**config.mk**
```make
export PLATFORM = sky130hd
export DESIGN_NAME = dns_qname_label_encoder
export DESIGN_NICKNAME = d
export VERILOG_FILES = /design/src/rtl/core/dqle_pkg.sv /design/src/rtl/core/dns_qname_label_encoder.sv /design/src/rtl/core/dqle_ctrl.sv /design/src/rtl/core/dqle_datapath.sv
export SDC_FILE = /design/constraint.sdc
export NUM_CORES = 1
export LEC_CHECK = 0
export BUFFER_PORTS_ARGS = -buffer_cell sky130_fd_sc_hd__buf_2
export CAP_MARGIN = 20
export CORE_MARGIN = 2
export CORE_UTILIZATION = 28
export DETAILED_ROUTE_END_ITERATION = 10
export REMOVE_ABC_BUFFERS = 1
export SYNTH_ARGS = -nofsm -noshare
export SYNTH_HDL_FRONTEND = slang
export SYNTH_SLANG_ARGS = --single-unit
```
**constraint.sdc**
```tcl
create_clock -name clk -period 3.5 [get_ports clk]
set_input_delay 0.7 -clock clk [delete_from_list [all_inputs] [get_ports clk]]
set_output_delay 0.7 -clock clk [all_outputs]
set_load 0.02 [all_outputs]
```
**src/rtl/core/dqle_pkg.sv**
```systemverilog
`timescale 1ns / 1ps
// ----------------------------------------------------------------------------
// dqle_pkg
// Shared types and constants for the DNS query-name label encoder.
// ----------------------------------------------------------------------------
package dqle_pkg;

  // longest label kept; longer labels are cut and flagged
  localparam int LABEL_MAX = 32;
  // label count must hold LABEL_MAX itself
  localparam int CNT_W     = $clog2(LABEL_MAX + 1);
  // label store index
  localparam int IDX_W     = (LABEL_MAX > 1) ? $clog2(LABEL_MAX) : 1;

  localparam logic [7:0] DOT_CHAR = 8'h2E;

  // controller states
  typedef enum logic [1:0] {
    ST_IDLE,
    ST_LEN,
    ST_CHARS,
    ST_TERM
  } state_t;

  // output byte source
  typedef enum logic [1:0] {
    OSEL_LEN,
    OSEL_CHAR,
    OSEL_TERM
  } osel_t;

  // controller to datapath
  typedef struct packed {
    logic  wr_char;
    logic  set_trunc;
    logic  clr_trunc;
    logic  clr_count;
    logic  ld_eon;
    logic  rd_rst;
    logic  rd_adv;
    logic  load_out;
    osel_t out_sel;
    logic  out_last;
  } cmd_t;

  // datapath to controller
  typedef struct packed {
    logic in_eon;
    logic in_dot;
    logic count_zero;
    logic count_full;
    logic eon_flag;
    logic rd_at_end;
    logic slot_free;
  } stat_t;

endpackage

```
**src/rtl/core/dns_qname_label_encoder.sv**
```systemverilog
`timescale 1ns / 1ps
// ----------------------------------------------------------------------------
// dns_qname_label_encoder
// Turns a dotted host name, one character per beat, into DNS QNAME wire
// bytes: length-prefixed labels and a zero terminator.
//
// channel  direction  handshake            payload
// in       input      in_valid/in_ready    ch, end_of_name
// out      output     out_valid/out_ready  out_byte, last, name_end,
//                                          label_truncated
//
// an ordinary character, or a dot with no label held, is taken without leaving idle
// a dot or end of name with bytes to emit is accepted, then the length byte, the
// characters and, at end of name, the terminator go out one by one, paced by the
// single output register
// in_ready is low during a flush; out_ready low stalls the flush in place
// reset clears count and flags; the label store needs no clearing
// ----------------------------------------------------------------------------
module dns_qname_label_encoder
  import dqle_pkg::*;
(
  input  logic       clk,
  input  logic       rst,
  input  logic       in_valid,
  output logic       in_ready,
  input  logic [7:0] ch,
  input  logic       end_of_name,
  output logic       out_valid,
  input  logic       out_ready,
  output logic [7:0] out_byte,
  output logic       last,
  output logic       name_end,
  output logic       label_truncated
);

  cmd_t   cmd;
  stat_t  stat;
  state_t state;

  // sequencer
  dqle_ctrl u_ctrl (
    .clk      (clk),
    .rst      (rst),
    .in_valid (in_valid),
    .in_ready (in_ready),
    .stat     (stat),
    .cmd      (cmd),
    .state    (state)
  );

  // store and output register
  dqle_datapath u_dp (
    .clk             (clk),
    .rst             (rst),
    .ch              (ch),
    .end_of_name     (end_of_name),
    .cmd             (cmd),
    .stat            (stat),
    .out_valid       (out_valid),
    .out_ready       (out_ready),
    .out_byte        (out_byte),
    .last            (last),
    .name_end        (name_end),
    .label_truncated (label_truncated)
  );

`ifndef ASSERT_OFF
  // terminator always closes the beats of its input
  a_term_last: assert property (@(posedge clk) disable iff (rst)
    out_valid && name_end |-> last)
    else $error("terminator beat without last");

  // truncation flag only rides on the terminator
  a_trunc_term: assert property (@(posedge clk) disable iff (rst)
    out_valid && label_truncated |-> name_end)
    else $error("truncation flag on a non-terminator beat");

  // a flush of a held label blocks the input on the next cycle
  a_flush_block: assert property (@(posedge clk) disable iff (rst)
    in_valid && in_ready && (end_of_name || stat.in_dot) && !stat.count_zero
    |=> !in_ready && state == ST_LEN)
    else $error("flush did not start");

  // input is only taken while idle
  a_idle_accept: assert property (@(posedge clk) disable iff (rst)
    in_ready |-> state == ST_IDLE && !cmd.load_out)
    else $error("input ready during flush");
`endif

endmodule

```
**src/rtl/core/dqle_ctrl.sv**
```systemverilog
`timescale 1ns / 1ps
// ----------------------------------------------------------------------------
// dqle_ctrl
// Sequencer: takes characters, then walks a flush of length byte, label
// characters and terminator one beat at a time.
// ----------------------------------------------------------------------------
module dqle_ctrl
  import dqle_pkg::*;
(
  input  logic   clk,
  input  logic   rst,
  input  logic   in_valid,
  output logic   in_ready,
  input  stat_t  stat,
  output cmd_t   cmd,
  output state_t state
);

  state_t state_next;

  // state register
  always_ff @(posedge clk) begin
    if (rst) begin
      state <= ST_IDLE;
    end else begin
      state <= state_next;
    end
  end

  // next state and commands
  always_comb begin
    state_next = state;
    cmd        = '0;
    in_ready   = 1'b0;
    case (state)
      ST_IDLE: begin
        in_ready   = 1'b1;
        cmd.rd_rst = 1'b1;
        if (in_valid) begin
          if (stat.in_eon) begin
            cmd.ld_eon = 1'b1;
            state_next = stat.count_zero ? ST_TERM : ST_LEN;
          end else if (stat.in_dot) begin
            cmd.ld_eon = 1'b1;
            if (!stat.count_zero) begin
              state_next = ST_LEN;
            end
          end else if (stat.count_full) begin
            cmd.set_trunc = 1'b1;
          end else begin
            cmd.wr_char = 1'b1;
          end
        end
      end
      ST_LEN: begin
        if (stat.slot_free) begin
          cmd.load_out = 1'b1;
          cmd.out_sel  = OSEL_LEN;
          state_next   = ST_CHARS;
        end
      end
      ST_CHARS: begin
        if (stat.slot_free) begin
          cmd.load_out = 1'b1;
          cmd.out_sel  = OSEL_CHAR;
          cmd.out_last = stat.rd_at_end && !stat.eon_flag;
          cmd.rd_adv   = 1'b1;
          if (stat.rd_at_end) begin
            cmd.clr_count = 1'b1;
            state_next    = stat.eon_flag ? ST_TERM : ST_IDLE;
          end
        end
      end
      ST_TERM: begin
        if (stat.slot_free) begin
          cmd.load_out  = 1'b1;
          cmd.out_sel   = OSEL_TERM;
          cmd.out_last  = 1'b1;
          cmd.clr_trunc = 1'b1;
          state_next    = ST_IDLE;
        end
      end
      default: begin
        state_next = ST_IDLE;
      end
    endcase
  end

endmodule

```
**src/rtl/core/dqle_datapath.sv**
```systemverilog
`timescale 1ns / 1ps
// ----------------------------------------------------------------------------
// dqle_datapath
// Label store, label count, truncation flag and the output beat register.
// ----------------------------------------------------------------------------
module dqle_datapath
  import dqle_pkg::*;
(
  input  logic       clk,
  input  logic       rst,
  input  logic [7:0] ch,
  input  logic       end_of_name,
  input  cmd_t       cmd,
  output stat_t      stat,
  output logic       out_valid,
  input  logic       out_ready,
  output logic [7:0] out_byte,
  output logic       last,
  output logic       name_end,
  output logic       label_truncated
);

  logic [7:0]       label_mem [LABEL_MAX];
  logic [CNT_W-1:0] count;
  logic             trunc_seen;
  logic             eon_flag;
  logic [IDX_W-1:0] rd_idx;
  logic [IDX_W-1:0] rd_idx_next;
  logic [7:0]       rdata;
  logic [7:0]       byte_next;

  // label store: write on held character, registered read one ahead
  always_comb begin
    if (cmd.rd_rst) begin
      rd_idx_next = '0;
    end else if (cmd.rd_adv) begin
      rd_idx_next = rd_idx + IDX_W'(1);
    end else begin
      rd_idx_next = rd_idx;
    end
  end

  always_ff @(posedge clk) begin
    if (cmd.wr_char) begin
      label_mem[count[IDX_W-1:0]] <= ch;
    end
    rdata <= label_mem[rd_idx_next];
  end

  // read pointer, count and flags
  always_ff @(posedge clk) begin
    if (rst) begin
      rd_idx     <= '0;
      count      <= '0;
      trunc_seen <= 1'b0;
      eon_flag   <= 1'b0;
    end else begin
      rd_idx <= rd_idx_next;
      if (cmd.clr_count) begin
        count <= '0;
      end else if (cmd.wr_char) begin
        count <= count + CNT_W'(1);
      end
      if (cmd.clr_trunc) begin
        trunc_seen <= 1'b0;
      end else if (cmd.set_trunc) begin
        trunc_seen <= 1'b1;
      end
      if (cmd.ld_eon) begin
        eon_flag <= end_of_name;
      end
    end
  end

  // status to controller
  always_comb begin
    stat.in_eon     = end_of_name;
    stat.in_dot     = (ch == DOT_CHAR);
    stat.count_zero = (count == '0);
    stat.count_full = (count == CNT_W'(LABEL_MAX));
    stat.eon_flag   = eon_flag;
    stat.rd_at_end  = (CNT_W'(rd_idx) == count - CNT_W'(1));
    stat.slot_free  = !out_valid || out_ready;
  end

  // output byte select
  always_comb begin
    case (cmd.out_sel)
      OSEL_LEN:  byte_next = 8'(count);
      OSEL_CHAR: byte_next = rdata;
      OSEL_TERM: byte_next = 8'h00;
      default:   byte_next = 8'h00;
    endcase
  end

  // output beat register
  always_ff @(posedge clk) begin
    if (rst) begin
      out_valid <= 1'b0;
    end else if (cmd.load_out) begin
      out_valid <= 1'b1;
    end else if (out_ready) begin
      out_valid <= 1'b0;
    end
  end

  always_ff @(posedge clk) begin
    if (cmd.load_out) begin
      out_byte        <= byte_next;
      last            <= cmd.out_last;
      name_end        <= (cmd.out_sel == OSEL_TERM);
      label_truncated <= (cmd.out_sel == OSEL_TERM) && trunc_seen;
    end
  end

endmodule
```
Word level (Yosys, flattened, before mapping)
Memories as Yosys holds them, arrays and structs flattened. A register that Yosys moved wholly into a read port is not among the register bits.
Cells that the tools add are included.
{"block": "totals", "in_bits": 13, "reg_bits": 27, "latchBits": 0, "output_inout_bits": 13, "ram_bits": 256, "memories": 1, "mem_bits_ro": 0}
{"memory": "u_dp.label_mem", "depth": 32, "width": 8, "rd": 1, "rd_clocked_by_memory_dff": 1, "write_ports": 1, "line": "dqle_datapath.sv:23", "source": "logic [7:0] label_mem [LABEL_MAX];"}
{"block": "classes", "magnitude_cmp": 0, "bitwise": 0, "muxes": 40, "shifts": 0, "eq_ne": 15, "n_addsub": 3, "mul": 0, "reduce_logical": 12, "div_mod_pow": 0}
{"cell": "$mux W2", "count": 15}
{"cell": "$mux W1", "count": 16}
{"cell": "$pmux W8 S2", "count": 1}
{"cell": "$mux W5", "count": 3}
{"cell": "$pmux W3 S3", "count": 1}
{"cell": "$eq A8 B6 Y1 const B", "count": 1}
{"cell": "$ne A2 B2 Y1 const B", "count": 4}
{"cell": "$pmux W2 S4", "count": 1}
{"cell": "$reduce_and A7 Y1", "count": 1}
{"cell": "$add A6 B1 Y6 const B", "count": 1}
{"cell": "$eq A2 B2 Y1 const B", "count": 3}
{"cell": "$eq A5 B6 Y1", "count": 1}
{"cell": "$eq A6 B6 Y1 const B", "count": 1}
{"cell": "$logic_not A6 Y1", "count": 1}
{"cell": "$ne A3 B3 Y1 const B", "count": 2}
{"cell": "$sub A6 B1 Y6 const B", "count": 1}
{"cell": "$add A5 B1 Y5 const B", "count": 1}
{"cell": "$eq A2 B1 Y1 const B", "count": 2}
{"cell": "$logic_not A2 Y1", "count": 2}
{"cell": "$mux W4", "count": 1}
{"cell": "$reduce_or A2 Y1", "count": 2}
{"cell": "$mux W3", "count": 1}
{"cell": "$logic_and A1 B1 Y1", "count": 2}
{"cell": "$logic_not A1 Y1", "count": 2}
{"cell": "other kinds (4)", "count": 4}

Longest topological paths before layout
{"block": "depth", "word_depth": 8, "ltp_mapped": 10, "ltp_nobuf": 9}

Hierarchy
Synthesis repeated with hierarchy kept, for this count alone.
{"block": "hier_totals", "hier_cells": 1146, "hier_area_um2": 13372.8}
{"mod": "dqle_datapath", "area_per_inst_um2": 13187.6, "instances": 1, "cells_per_inst": 1119}
{"mod": "dqle_ctrl", "area_per_inst_um2": 185.2, "instances": 1, "cells_per_inst": 27}

Worst setup path after synthesis
Ideal clock, no wire load.
{"block": "synth_path", "kind": "reg2reg", "start": "register u_dp.count[0]", "end": "memory u_dp.label_mem[15][0], enable pin", "stages_incl_launch_ff": 8, "setup_ns": 0.374, "arrival_ns": 2.107, "n_path_buf": 1, "setup_slack_ns": 1.019, "synth_period_minus_slack_ns": 2.481, "required_time_ns": 3.126, "cell_sequence": "dfxtp_1 -> clkbuf_1 -> inv_1 -> ha_1 -> and3_1 -> nor3_4 -> nand2_1 -> nor2_1"}
{"block": "synth_between", "elab_chain_cells": 8}
{"item": "start: declaration", "line": "dqle_datapath.sv:24", "source": "logic [CNT_W-1:0] count;"}
{"item": "start signal: assignment", "line": "dqle_datapath.sv:62", "source": "count <= count + CNT_W'(1);"}
{"item": "$eq A6 B6 Y1", "line": "dqle_datapath.sv:80", "source": "stat.count_full = (count == CNT_W'(LABEL_MAX));"}
{"item": "$mux W1", "line": "dqle_ctrl.sv:48", "source": "end else if (stat.count_full) begin"}
{"item": "$mux W2", "line": "dqle_ctrl.sv:43", "source": "end else if (stat.in_dot) begin"}
{"item": "$mux W2", "line": "dqle_ctrl.sv:40", "source": "if (stat.in_eon) begin"}
{"item": "$mux W2", "line": "dqle_ctrl.sv:39", "source": "if (in_valid) begin"}
{"item": "$mux W2", "line": "dqle_ctrl.sv:35", "source": "case (state)"}
{"item": "$mux W1", "line": "dqle_datapath.sv:44", "source": "if (cmd.wr_char) begin"}
{"item": "$mux W1 (implied by the code)", "line": "dqle_datapath.sv:45", "source": "label_mem[count[IDX_W-1:0]] <= ch;"}
{"item": "end: declaration", "line": "dqle_datapath.sv:23"}
Parallel ways exist; a longest one is shown, timed or not.

Worst setup path in the final report
{"block": "layout_path", "start": "register u_ctrl.state[1]", "end": "register u_dp.rdata[2], read port of u_dp.label_mem"}
{"block": "layout_between", "elab_chain_cells": 4}
{"item": "start: declaration", "line": "dqle_ctrl.sv:16", "source": "output state_t state"}
{"item": "start signal: assignment", "line": "dqle_ctrl.sv:26", "source": "state <= state_next;"}
{"item": "$eq A2 B2 Y1", "line": "dqle_ctrl.sv:35"}
{"item": "$mux W1", "line": "dqle_ctrl.sv:35"}
{"item": "$mux W5", "line": "dqle_datapath.sv:36", "source": "end else if (cmd.rd_adv) begin"}
{"item": "$mux W5 *", "line": "dqle_datapath.sv:34", "source": "if (cmd.rd_rst) begin"}
{"item": "end: declaration", "line": "dqle_datapath.sv:29", "source": "logic [7:0] rdata;"}
Mark *: on every way between the ends. The rest lies on a longest branch, timed or not.
A chain may end at the register's enable or synchronous reset.

==> key figures <==
Timing
  • Worst-margin pin slew: 979 ps
  • Clock skew: 26.5 ps
  • Final hold vios: 0
  • Setup WS post-layout: 490 ps
  • Relative max-transition margin: 33.8%
  • RSZ-0062 raised after global routing: no
  • Fin crit share: 86.0%
  • Endpoints failing setup: 0
  • Minimum clock period: 3010 ps
  • Final Slew Violations: 0
  • Setup TNS: 0 ps
  • Max Clock Freq: 332 MHz

Die
  • Placeable Area: 42800 um2
  • Die W: 212 um
  • Num rows: 76
  • I/O pin count: 26
  • Die Ht: 212 um
  • Die area: 44800 um2
  • Initial Utilization: 28.2%

Layout
  • Fill count: 4122
  • Fraction of layout cells with a size suffix above 1: 21.5%
  • # diodes: 0
  • Syn-to-layout area delta: 15.0%
  • Post-Layout Cell Count: 1384
  • Post-layout nets: 831

Hold path
  • Hold crit path type: input port to flop
  • Hold_sp: in_valid
  • Hold depth: 3
  • WHS Endpoint: u_dp.eon_flag

Run
  • Max cap viols: 0

GRT
  • Tot GR Track Use: 12.8%
  • Initial antenna violation count: 1
  • Vias in the first global route: 6594
  • Global-route wire length before repair: 42800 um
  • Largest net degree at the start of global routing: 56
  • Global route overflow: 0

Clock tree
  • CTS root buffer: clkbuf_16
  • CTS Buf Count: 31
  • Worst skew pair latency: 570 ps
  • Clock Sinks: 291
  • Clock slew at reported path FFs: 70 ps
  • Max clock buf depth: 3
  • Post-CTS setup buffers: 0
  • CTS tree: built
  • Hold_buf cts: 0
  • Cts repair resizes: 0
  • H-tree depth: 1

Logic synthesis
  • Area leader, netlist: edfxtp_1
  • Library cells used by synthesis: 57
  • Syn Inst Count: 759
  • Synth Register Bits: 291
  • Synth Cell Area: 12100 um2
  • Synth warnings: 0
  • Seq/Total Area, Yosys: 70.4%
  • Syn avg cell area: 15.9 um2
  • Synth top area cells: edfxtp_1 (66%), mux2_1 (6.5%), mux2_2 (5.4%)
  • EDFF count, synth: 267
  • Ys async rst share: 0%
  • Post-synth top area share: 66.4%
  • Main flop type after synthesis: edfxtp_1

Pwr
  • VDD IR-drop max: 0.432 mV
  • P_leak: 4.45 nW
  • Pwr dens: 639 nW/um2

Route
  • Post-Route WL: 28300 um
  • Routed wire per std cell: 20.4 um
  • # DRC: 0
  • Detailed Routing Iterations Pass 1: 4
  • Vias per Instance: 4.77
  • Routed vias: 6603
  • Starting DRT DRC Count: 553
  • Post-route ant nets: 0

Worst setup path
  • RR Endpoint: u_dp.rdata[2]
  • Reg2reg start: u_ctrl.state[1]
  • Depth of the most critical reg-to-reg path: 9
  • R2R setup slack: 490 ps
  • Critical Path Start Type: flop
  • Data required, critical path: 3950 ps
  • CP Data Arrival Time: 3460 ps
  • Critical path fanouts, max: 55
  • Setup CP Type: flop to flop
  • Worst setup EP type: flop

Placed design
  • Final RePlAce weighted congestion: 0.819
  • IO Port Bufs: 25
  • Dpl cells: 1326
  • Post-DP HPWL: 18200 um
  • Setup WS pre-CTS: 404 ps

Outcome
  • Status: complete, no violations
==> synth_stat cells, types with 2 or more instances <==
cell      instances
buf_2            13
nand2_2           2
edfxtp_1        267
and2_1            3
mux2_1           70
nand2b_1          7
or3b_2            2
nand3b_1          3
o21bai_2          4
xnor2_1           8
o21a_1            2
o22ai_1          65
and4_1            8
nor2b_1           4
ha_1              5
clkbuf_1         13
a41oi_1           2
nor2_1           57
a221oi_1          3
nand3_1           6
o21ai_1          14
buf_6            13
o21bai_1         12
nor3_1            7
buf_4             2
nand2_1          25
dfxtp_1          24
o22a_1            3
or3_1             2
nand4_1           5
a21oi_1           6
xor2_1            5
inv_1             3
o21ai_0          10
and3_1            5
mux2_2           58
==> cell type report <==
| class | count | area, um2 | share of cell area, % |
|---|---|---|---|
| flip-flops and latches | 291 | 8500 | 61.2 |
| inverters | 3 | 11.3 | 0.0811 |
| clock inverters | 17 | 126 | 0.910 |
| multi-input cells | 424 | 3300 | 23.7 |
| clock buffers | 41 | 813 | 5.86 |
| repair buffers | 62 | 453 | 3.26 |
| well taps | 546 | 683 | 4.92 |
==> cells by family after synthesis <==
kind of cell / Yosys count / synth area share [%]
xor+xnor: 13 / 0.943
fa+ha+maj: 5 / 0.518
simple gates: 144 / 6.13
flops: 291 / 70.4
buf+inv: 44 / 2.37
compound gates: 132 / 7.50
mux: 130 / 12.1
==> layer usage <==
metal  vias to the layer above  track usage, %  share of wire [%]
met4                         0            2.21                1.4
met3                        35            1.94                5.3
met2                       194            20.4                 47
met5                         -               0                  0
met1                      3313            18.6                 47
li1                       3061               -                  -
==> sequential cells by signal (all words and copies together) (netlist names) <==
register,flops
u_dp.last,1
u_dp.out_valid,1
u_dp.rdata,8
u_dp.rd_idx,5
u_dp.label_truncated,1
u_dp.trunc_seen,1
u_ctrl.state,2
u_dp.name_end,1
u_dp.count,6
u_dp.out_byte,8
u_dp.label_mem,256
u_dp.eon_flag,1
==> per-stage QoR <==
step                      hold slack, ps  power, W  area [um2]  util (%)
after floorplan                      470   0.00542       11800         -
after global placement               492   0.00591       12900      30.2
after detailed placement             497   0.00592       12900      30.2
after CTS                            432   0.00896       13900      32.4
after global routing                 467   0.00923       13900      32.4
final                                460   0.00887       13900      32.4
==> worst max-delay path, cell delays in order, from the launching register on <==
cell and delay (ps):
dfxtp_1 600, and2b_4 280, nand2_1 100, o211ai_4 290, buf_12 330, buf_4 260, mux2_1 340, o22ai_1 220
o21ai_1 170, and4_1 270
==> cells in the final DEF (no fill, tap or decap), types with 7 or more instances in the layout <==
master / Yosys / routed
edfxtp_1: 267 / 267
mux2_1: 70 / 70
o22ai_1: 65 / 65
mux2_2: 58 / 58
nor2_1: 57 / 57
buf_4: 2 / 33
clkbuf_16: 0 / 31
nand2_1: 25 / 25
buf_2: 13 / 25
dfxtp_1: 24 / 24
o21ai_1: 14 / 14
o21bai_1: 12 / 12
o21ai_0: 10 / 10
clkbuf_1: 13 / 10
and4_1: 8 / 8
xnor2_1: 8 / 8
nand2b_1: 7 / 7
nor3_1: 7 / 7
==> power breakdown <==
part           total [W]  leakage [nW]  switching [W]  internal, W
logic            0.00178          1.38        0.00101     0.000777
registers        0.00406          2.61      0.0000895      0.00397
clock network    0.00303         0.455        0.00132      0.00171
total            0.00887          4.45        0.00242      0.00646
==> worst max-delay path by stage <==
stage / endpoint / start / slack [ps]
2_1_floorplan: u_dp.rdata[0] / out_ready / -1930
3_3_place_gp: u_dp.rdata[6] / out_ready / 430
3_5_place_dp: u_dp.rdata[7] / out_ready / 400
4_1_cts: u_dp.rdata[7] / u_ctrl.state[1] / 530
5_1_grt: u_dp.rdata[2] / u_ctrl.state[1] / 310
6_report: u_dp.rdata[2] / u_ctrl.state[1] / 490
Note: power is estimated with default switching activity, not from simulation.
